--- src/rtl/core/ptb_pkg.sv ---
// Shared types and constants of the primitive tile binning block.
package ptb_pkg;

    localparam int COORD_W    = 32;
    localparam int CFG_IDX_W  = 3;
    localparam int CFG_DATA_W = 16;
    localparam int TILE_W     = 13;
    localparam int BOX_W      = 14;
    localparam int VP_POS_W   = 13;
    localparam int VP_DIM_W   = 14;
    localparam int TSIZE_W    = 9;
    localparam int LINE_W_W   = 16;

    localparam logic [VP_DIM_W-1:0] VP_DIM_MAX   = 14'd8192;
    localparam logic [LINE_W_W-1:0] LINE_W_MIN   = 16'd128;

    typedef enum logic [1:0] {
        KIND_POINT = 2'd0,
        KIND_LINE  = 2'd1,
        KIND_TRI   = 2'd2,
        KIND_BAD   = 2'd3
    } t_kind;

    typedef enum logic [1:0] {
        ST_BINNED = 2'd0,
        ST_CULLED = 2'd1,
        ST_ERROR  = 2'd2
    } t_status;

    localparam logic [CFG_IDX_W-1:0] REG_VP_X   = 3'd0;
    localparam logic [CFG_IDX_W-1:0] REG_VP_Y   = 3'd1;
    localparam logic [CFG_IDX_W-1:0] REG_VP_W   = 3'd2;
    localparam logic [CFG_IDX_W-1:0] REG_VP_H   = 3'd3;
    localparam logic [CFG_IDX_W-1:0] REG_TILE_W = 3'd4;
    localparam logic [CFG_IDX_W-1:0] REG_TILE_H = 3'd5;
    localparam logic [CFG_IDX_W-1:0] REG_LINE_W = 3'd6;

    // Configuration as seen by the datapath: dimensions already capped,
    // tile sizes already forced non-zero.
    typedef struct packed {
        logic [VP_POS_W-1:0] vp_x;
        logic [VP_POS_W-1:0] vp_y;
        logic [VP_DIM_W-1:0] vp_w;
        logic [VP_DIM_W-1:0] vp_h;
        logic [TSIZE_W-1:0]  tile_w;
        logic [TSIZE_W-1:0]  tile_h;
        logic [LINE_W_W-1:0] line_w;
    } t_cfg;

    typedef struct packed {
        t_kind              kind;
        logic               err;
        logic [COORD_W-1:0] v0_x;
        logic [COORD_W-1:0] v0_y;
        logic [COORD_W-1:0] v0_w;
        logic [COORD_W-1:0] v1_x;
        logic [COORD_W-1:0] v1_y;
        logic [COORD_W-1:0] v1_w;
        logic [COORD_W-1:0] v2_x;
        logic [COORD_W-1:0] v2_y;
        logic [COORD_W-1:0] v2_w;
    } t_item;

endpackage

--- src/rtl/core/ptb_if.sv ---
// Handshake interfaces for the primitive and result channels.
interface ptb_prim_if;
    logic        valid;
    logic        ready;
    logic [1:0]  prim_kind;
    logic signed [31:0] v0_x;
    logic signed [31:0] v0_y;
    logic signed [31:0] v0_w;
    logic signed [31:0] v1_x;
    logic signed [31:0] v1_y;
    logic signed [31:0] v1_w;
    logic signed [31:0] v2_x;
    logic signed [31:0] v2_y;
    logic signed [31:0] v2_w;

    modport source (
        output valid, prim_kind, v0_x, v0_y, v0_w, v1_x, v1_y, v1_w, v2_x, v2_y, v2_w,
        input  ready
    );
    modport sink (
        input  valid, prim_kind, v0_x, v0_y, v0_w, v1_x, v1_y, v1_w, v2_x, v2_y, v2_w,
        output ready
    );
endinterface


--- src/rtl/core/ptb_front.sv ---
// Front end: accepts primitives, flags bad kinds and w values, and queues them.
module ptb_front (
    input  logic            i_clk,
    input  logic            i_rst_n,
    ptb_prim_if.sink        i_prim,
    input  logic            i_pop,
    output ptb_pkg::t_item  o_item,
    output logic            o_avail
);

    localparam int DEPTH = 4;
    localparam int AW    = $clog2(DEPTH);

    ptb_pkg::t_item r_mem [DEPTH];
    logic [AW-1:0]  r_wr, r_rd;
    logic [AW:0]    r_cnt;
    ptb_pkg::t_item n_item;
    logic           push, pop;
    logic           w0_bad, w1_bad, w2_bad;
    ptb_pkg::t_kind kind;

    assign kind   = ptb_pkg::t_kind'(i_prim.prim_kind);
    assign w0_bad = i_prim.v0_w[31] || (i_prim.v0_w == '0);
    assign w1_bad = i_prim.v1_w[31] || (i_prim.v1_w == '0);
    assign w2_bad = i_prim.v2_w[31] || (i_prim.v2_w == '0);

    always_comb begin
        n_item.kind = kind;
        n_item.v0_x = i_prim.v0_x;
        n_item.v0_y = i_prim.v0_y;
        n_item.v0_w = i_prim.v0_w;
        n_item.v1_x = i_prim.v1_x;
        n_item.v1_y = i_prim.v1_y;
        n_item.v1_w = i_prim.v1_w;
        n_item.v2_x = i_prim.v2_x;
        n_item.v2_y = i_prim.v2_y;
        n_item.v2_w = i_prim.v2_w;
        // Only the vertices that the kind uses are checked.
        case (kind)
            ptb_pkg::KIND_POINT: n_item.err = w0_bad;
            ptb_pkg::KIND_LINE:  n_item.err = w0_bad || w1_bad;
            ptb_pkg::KIND_TRI:   n_item.err = w0_bad || w1_bad || w2_bad;
            default:             n_item.err = 1'b1;
        endcase
    end

    assign i_prim.ready = (r_cnt != (AW+1)'(DEPTH));
    assign push         = i_prim.valid && i_prim.ready;
    assign o_avail      = (r_cnt != '0);
    assign pop          = i_pop && o_avail;
    assign o_item       = r_mem[r_rd];

    always_ff @(posedge i_clk) begin
        if (push) begin
            r_mem[r_wr] <= n_item;
        end
    end

    always_ff @(posedge i_clk) begin
        if (!i_rst_n) begin
            r_wr  <= '0;
            r_rd  <= '0;
            r_cnt <= '0;
        end else begin
            if (push) begin
                r_wr <= r_wr + 1'b1;
            end
            if (pop) begin
                r_rd <= r_rd + 1'b1;
            end
            if (push && !pop) begin
                r_cnt <= r_cnt + 1'b1;
            end else if (pop && !push) begin
                r_cnt <= r_cnt - 1'b1;
            end
        end
    end

endmodule

--- src/flat_wrapper.sv ---
// flat-port wrapper written by rule: the top's interface ports become plain ports
module ptb_front_flat 
  (i_clk, i_rst_n, i_pop, o_item, o_avail, i_prim_valid, i_prim_prim_kind, i_prim_v0_x, i_prim_v0_y, i_prim_v0_w, i_prim_v1_x, i_prim_v1_y, i_prim_v1_w, i_prim_v2_x, i_prim_v2_y, i_prim_v2_w, i_prim_ready);
  ptb_prim_if i_prim_i ();
  input  logic i_clk;
  input  logic i_rst_n;
  input  logic i_pop;
  output ptb_pkg::t_item o_item;
  output logic o_avail;
  input wire logic [$bits(i_prim_i.valid)-1:0] i_prim_valid;
  input wire logic [$bits(i_prim_i.prim_kind)-1:0] i_prim_prim_kind;
  input wire logic [$bits(i_prim_i.v0_x)-1:0] i_prim_v0_x;
  input wire logic [$bits(i_prim_i.v0_y)-1:0] i_prim_v0_y;
  input wire logic [$bits(i_prim_i.v0_w)-1:0] i_prim_v0_w;
  input wire logic [$bits(i_prim_i.v1_x)-1:0] i_prim_v1_x;
  input wire logic [$bits(i_prim_i.v1_y)-1:0] i_prim_v1_y;
  input wire logic [$bits(i_prim_i.v1_w)-1:0] i_prim_v1_w;
  input wire logic [$bits(i_prim_i.v2_x)-1:0] i_prim_v2_x;
  input wire logic [$bits(i_prim_i.v2_y)-1:0] i_prim_v2_y;
  input wire logic [$bits(i_prim_i.v2_w)-1:0] i_prim_v2_w;
  output wire logic [$bits(i_prim_i.ready)-1:0] i_prim_ready;
  assign i_prim_i.valid = i_prim_valid;
  assign i_prim_i.prim_kind = i_prim_prim_kind;
  assign i_prim_i.v0_x = i_prim_v0_x;
  assign i_prim_i.v0_y = i_prim_v0_y;
  assign i_prim_i.v0_w = i_prim_v0_w;
  assign i_prim_i.v1_x = i_prim_v1_x;
  assign i_prim_i.v1_y = i_prim_v1_y;
  assign i_prim_i.v1_w = i_prim_v1_w;
  assign i_prim_i.v2_x = i_prim_v2_x;
  assign i_prim_i.v2_y = i_prim_v2_y;
  assign i_prim_i.v2_w = i_prim_v2_w;
  assign i_prim_ready = i_prim_i.ready;
  ptb_front u_core (.i_clk(i_clk), .i_rst_n(i_rst_n), .i_prim(i_prim_i), .i_pop(i_pop), .o_item(o_item), .o_avail(o_avail));
endmodule
--- config.mk ---
export PLATFORM = sky130hd
export DESIGN_NAME = ptb_front_flat
export DESIGN_NICKNAME = d
export VERILOG_FILES = /design/src/rtl/core/ptb_pkg.sv /design/src/rtl/core/ptb_if.sv /design/src/rtl/core/ptb_front.sv /design/src/flat_wrapper.sv
export SDC_FILE = /design/constraint.sdc
export NUM_CORES = 1
export LEC_CHECK = 0
export BUFFER_PORTS_ARGS = -buffer_cell sky130_fd_sc_hd__buf_2
export CAP_MARGIN = 20
export CORE_MARGIN = 5
export CORE_UTILIZATION = 45
export DETAILED_ROUTE_END_ITERATION = 16
export PLACE_DENSITY = 0.67
export REMOVE_ABC_BUFFERS = 1
export SLEW_MARGIN = 40
export SYNTH_ARGS = -nofsm -noshare
export SYNTH_HDL_FRONTEND = slang
export SYNTH_SLANG_ARGS = --single-unit
export TNS_END_PERCENT = 50
--- constraint.sdc ---
create_clock -name i_clk -period 8.4 [get_ports i_clk]
set_input_delay 0.84 -clock i_clk [delete_from_list [all_inputs] [get_ports i_clk]]
set_output_delay 0.84 -clock i_clk [all_outputs]
set_load 0.02 [all_outputs]
Word level (Yosys, flattened, before mapping)
Memory sizes are Yosys's and may differ from the RTL's. A register that Yosys moved wholly into a read port is not among the register bits.
Index checks and enable logic that the tools add are counted.
- flip-flop bits (word level): 7
- bits in latches: 0
- RAM bits: 1164
- ROM bits: 0
- bits of input ports: 294
- logic and storage cells: 35
- memories: 1
- add/sub/neg operators: 4
- $mul: 0
- divide/modulo/power cells: 0
- magnitude comparators: 0
- equality and inequality tests: 3
- shifts and indexed selects: 0
- multiplexer cells: 7
- bitwise operators: 0
- reductions and logical operators: 17
- memories (memory ; depth ; bits a word ; rd ports ; clocked after Yosys merged registers in ; wr ports ; line ; RTL):
    u_core.r_mem ; 4 ; 291 ; 1 ; 1 ; 1 ; ptb_front.sv:14 ; ptb_pkg::t_item r_mem [DEPTH];
- operators by type and width (operator ; number):
    $logic_not 32->1 ; 3
    $mux 3 ; 2
    $logic_or 1x1->1 ; 5
    $add 2x1->2 const B ; 2
    $logic_and 1x1->1 ; 4
    $mux 2 ; 2
    $add 3x1->3 const B ; 1
    $ne 3x3->1 const B ; 1
    $pmux 1 s3 ; 1
    $reduce_bool 3->1 ; 1
    $sub 3x1->3 const B ; 1
    $eq 2x1->1 const B ; 1
    $eq 2x2->1 const B ; 1
    $logic_not 1->1 ; 2
    $logic_not 2->1 ; 1
    $mux 1 ; 2
    $reduce_bool 2->1 ; 1

Logic depth before layout (Yosys ltp)
- depth in word-level cells: 6
- gate-level depth with buffers: 8
- gate-level depth less buffers: 8

Worst setup path before layout
OpenSTA, ideal clock, no wires.
- path type: input-to-reg
- start: in i_prim_valid
- end: mem u_core.r_mem[2][0] in the netlist's numbering, enable pin
- library setup time: 0.690 ns
- data arrival time: 7.753 ns
- required time: 7.710 ns
- path slack: -0.043 ns
- stages: 2
- path buffers: 0
- cells stage by stage: a21boi_2 -> and2_1
- longest elaborated chain between the ends: 3
- ends and longest elaborated chain (element ; line ; RTL):
    start, declared ; flat_wrapper.sv:10 ; input wire logic [$bits(i_prim_i.valid)-1:0] i_prim_valid;
    $logic_and 1x1->1 ; ptb_front.sv:48 ; assign push = i_prim.valid && i_prim.ready;
    $mux 1 ; ptb_front.sv:54 ; if (push) begin
    $mux 1 (not written as such) ; ptb_front.sv:55 ; r_mem[r_wr] <= n_item;
    end, declared ; ptb_front.sv:14 ;
Every way passes these cells.

==> results by group <==
Yosys
  • Number of flops mapped to enable cells by yosys: 1,164
  • Synth Register Bits: 1,173
  • Ys Warns: 0
  • Largest family of logic cells by synthesized area: multiplexers
  • Count of cell types in the netlist: 32
  • Compound-cell area share of the yosys netlist: 0.125%
  • Register area share after synthesis: 81.7%
  • Syn avg cell area: 26.9 µm²
  • FFs w/ async S/R, synth: 0%
  • Multiplexer share of the synthesized area: around 15%
  • Top FF cell, synth: edfxtp_1
  • XOR/XNOR Fraction of Synth Area: 0.102%
  • Syn Std Cell Area: between 0.04 and 0.05 mm²
  • Post-Synth Adder-Cell Area: 0.192%
  • Post-Syn Instances: 1,602
  • Simple-Gate Fraction of Synth Area: less than 1%

Global routing
  • Vias in the first global route: around 21,000
  • Global-route wire length before repair: 136,000 µm
  • Largest net degree at the start of global routing: 127
  • Congestion Overflow GR: 0
  • Antenna violations before repair: 39
  • Tot GR Track Use: 17.6%

Critical path
  • Critical path class: reg -> out
  • Worst Reg-to-Reg Cells: 5
  • Crit path cell chain: buf_12 > buf_4 > buf_4 > mux4_2 > buf_2
  • Flop-to-flop setup slack: between 5 and 6 ns
  • Worst r2r src: u_core.r_cnt[0]
  • Crit end category: primary output
  • WP data required: 7.56 ns
  • Slowest library cell on the worst path: buf_4
  • R2r endpoint: u_core.r_mem[2][277]
  • CP Launch Type: flop
  • Crit path largest cell delay: 0.71 ns
  • Maximum fanout along the worst path: 54
  • Most frequent cell on the critical path: buf_4
  • CP arrival: 3.46 ns

Pwr
  • Overall power: between 15 and 20 mW
  • Clock share of power: 29.4%
  • Cell internal pwr: between 10 and 15 mW
  • Peak supply drop: 0.000232 V
  • Sw Ratio: 29.2%
  • P per Cell Area: 321 mW/mm²
  • Sequential Power Share: 44.7%
  • Comb power frac: 25.9%
  • Leak: 16.7 nW
  • NetSw: 4.77 mW

CTS
  • Htree depth: 3
  • CTS root buf: clkbuf_16
  • CTS tree: built
  • Clock latency on the worst-skew pair: around 0.7 ns
  • Max Buffers Root-to-Sink: 3
  • Post-CTS Hold Fix Bufs: 0
  • CTS buffer count: ~120
  • PostCTS Resize Cnt: 0
  • Number of setup buffers added after CTS: 0
  • Sink Count: approximately 1,200
  • Clk slew on worst S/H paths: roughly 0.06 ns

STA
  • Final hold viol count: 0
  • Crit share post-route: between 50% and 60%
  • Clock Skew: 0.0197 ns
  • Top achievable clock speed: 233 MHz
  • Final min period: about 4.3 ns
  • Final TNS setup: 0 ns
  • Setup-failing EPs final: 0
  • Worst Slack Setup Final: 4.10 ns
  • Max-slew violation count: 0
  • Slew HR: approximately 47%
  • RSZ-0062 raised after global routing: no
  • Worst Max-Slew Pin Slew: 0.797 ns

Drt
  • Drt first-iter violations: 1,578
  • Antenna viol nets, final: 0
  • Wire length per cell: 25.0 µm
  • Drt total wl: ~90,000 µm
  • Vias per cell: 5.34
  • Length of the first detailed-routing pass in iterations: 5
  • DRC viols: 0
  • DR vias: 19,516

Hold path
  • Hold path start: i_prim_v0_x[24]
  • Sink of the worst hold path: u_core.r_mem[2][280]
  • Hold WC Path Type: in -> reg
  • Worst Hold Depth: 1

Floorplanning
  • Starting Density: 45.3%
  • FP Rows: 113
  • I/O pins: 587
  • Die area: 0.102 mm²
  • Die H: 319 µm
  • Die extent in x: between 300 and 400 µm
  • Core Box Area: 0.0949 mm²

Placement
  • PortBufs: 586
  • RePlAce Congestion: 0.774
  • Place WS: ~4.5 ns
  • Placed cells: 3,416
  • Post-placement cell area: 0.0472 mm²
  • DP HPWL: 58,300 µm

Outcome
  • Run status: finished clean

Finish
  • Non-Filler Instances: 3,657
  • Fillers: 7,183
  • Final Net Count: 2,573
  • Final Cell Area: 0.0510 mm²
  • Synth-to-Final Area Change: 18.5%
  • Share of cells above drive strength 1: 45.5%

Flow run
  • Max cap viols: 0
-- cells by family (layout without fill, tap and decap cells) --
| group | after synthesis | count (layout) |
|---|---|---|
| buffers and inverters | 68 | 831 |
| other | 0 | 27 |
| flip-flops | 1173 | 1173 |
| XOR/XNOR | 5 | 5 |
| adder cells (fa/ha/maj) | 6 | 6 |
| AND/OR/NAND/NOR | 50 | 50 |
| AO/OA/AOI/OAI | 7 | 7 |
| multiplexers | 293 | 293 |
-- power by group through the flow --
stage / Combinational [mW] / Sequential [mW] / Clock [mW]
after floorplan: 2.76 / 7.86 / 0
after detailed placement: 4.27 / 7.49 / 0
after global placement: 4.21 / 7.45 / 0
after global routing: 4.52 / 7.36 / 5.22
after CTS: 4.29 / 7.37 / 4.94
final: 4.25 / 7.31 / 4.81
-- per-stage QoR --
stage,util [%],hold slack [ns]
after global placement,49.5,0.542
after global routing,53.7,0.308
final,53.7,0.360
after CTS,53.5,0.289
after detailed placement,49.8,0.566
after floorplan,-,0.502
-- flip-flops by register name (all words and copies together), names as in the netlist, named ones only --
signal        flops
u_core.r_rd       2
u_core.r_wr       2
u_core.r_mem   1164
u_core.r_cnt      3
-- worst max-delay path, delay by kind of cell, from the launching register on --
family,cells,cell delay [ns]
buffers and inverters,4,1.73
flip-flops,1,0.53
multiplexers,1,0.45
-- per-layer routing --
metal,share of wire (%),global-route usage [%]
met3,9.0,6.18
met1,37,21.9
met5,0.19,0
met2,51,29.1
met4,2.7,6.41
-- area by class of cell --
| class | instances | area, µm² | area share, % |
|---|---|---|---|
| clock buffers | 153 | 3100 | 6.09 |
| repair buffers | 619 | 3540 | 6.94 |
| inverters | 3 | 11.3 | 0.0221 |
| clock inverters | 56 | 447 | 0.876 |
| well taps | 1265 | 1580 | 3.11 |
| multi-input cells | 361 | 7080 | 13.9 |
| diodes | 27 | 67.6 | 0.133 |
| flip-flops and latches | 1173 | 35100 | 68.9 |
-- worst max-delay path by stage --
stage	to	slack [ns]
4_1_cts	o_item[153]	3.79
2_1_floorplan	o_item[0]	-5.41
3_3_place_gp	o_item[150]	4.57
6_report	o_item[150]	4.10
3_5_place_dp	o_item[153]	4.55
5_1_grt	o_item[12]	3.92
-- placed cells by master, fill, tap and decap left out, types with 3 or more instances in the layout --
| cell type | Yosys | routed |
|---|---|---|
| clkbuf_8 | 0 | 4 |
| clkbuf_16 | 0 | 117 |
| inv_6 | 0 | 4 |
| buf_16 | 0 | 10 |
| bufinv_16 | 0 | 5 |
| buf_4 | 0 | 9 |
| nor4_1 | 22 | 21 |
| clkinv_4 | 0 | 3 |
| clkbuf_1 | 3 | 32 |
| clkinv_2 | 0 | 17 |
| nand4_1 | 5 | 5 |
| dfxtp_1 | 9 | 7 |
| buf_12 | 32 | 12 |
| ha_1 | 5 | 5 |
| diode_2 | 0 | 27 |
| and2_4 | 0 | 4 |
| mux4_2 | 291 | 291 |
| buf_2 | 29 | 586 |
| edfxtp_1 | 1164 | 1164 |
| and2_1 | 9 | 5 |
| clkinv_1 | 0 | 22 |
| inv_1 | 3 | 3 |
| xnor2_1 | 4 | 4 |
| nand2_1 | 3 | 3 |
-- cells in the mapped netlist, types with 2 or more instances --
| library cell | number | area [µm²] |
|---|---|---|
| buf_12 | 32 | 641 |
| nor2_1 | 2 | 7.51 |
| mux2i_1 | 2 | 20.0 |
| o21ai_0 | 2 | 10.0 |
| mux4_2 | 291 | 6550 |
| xnor2_1 | 4 | 35.0 |
| nand2_1 | 3 | 11.3 |
| edfxtp_1 | 1164 | 35000 |
| nor4_1 | 22 | 138 |
| nand4_1 | 5 | 31.3 |
| ha_1 | 5 | 62.6 |
| buf_2 | 29 | 145 |
| and2_1 | 9 | 56.3 |
| inv_1 | 3 | 11.3 |
| dfxtp_1 | 9 | 180 |
| nor2b_1 | 2 | 12.5 |
| clkbuf_1 | 3 | 11.3 |
Note: power is estimated with default switching activity, not from simulation.
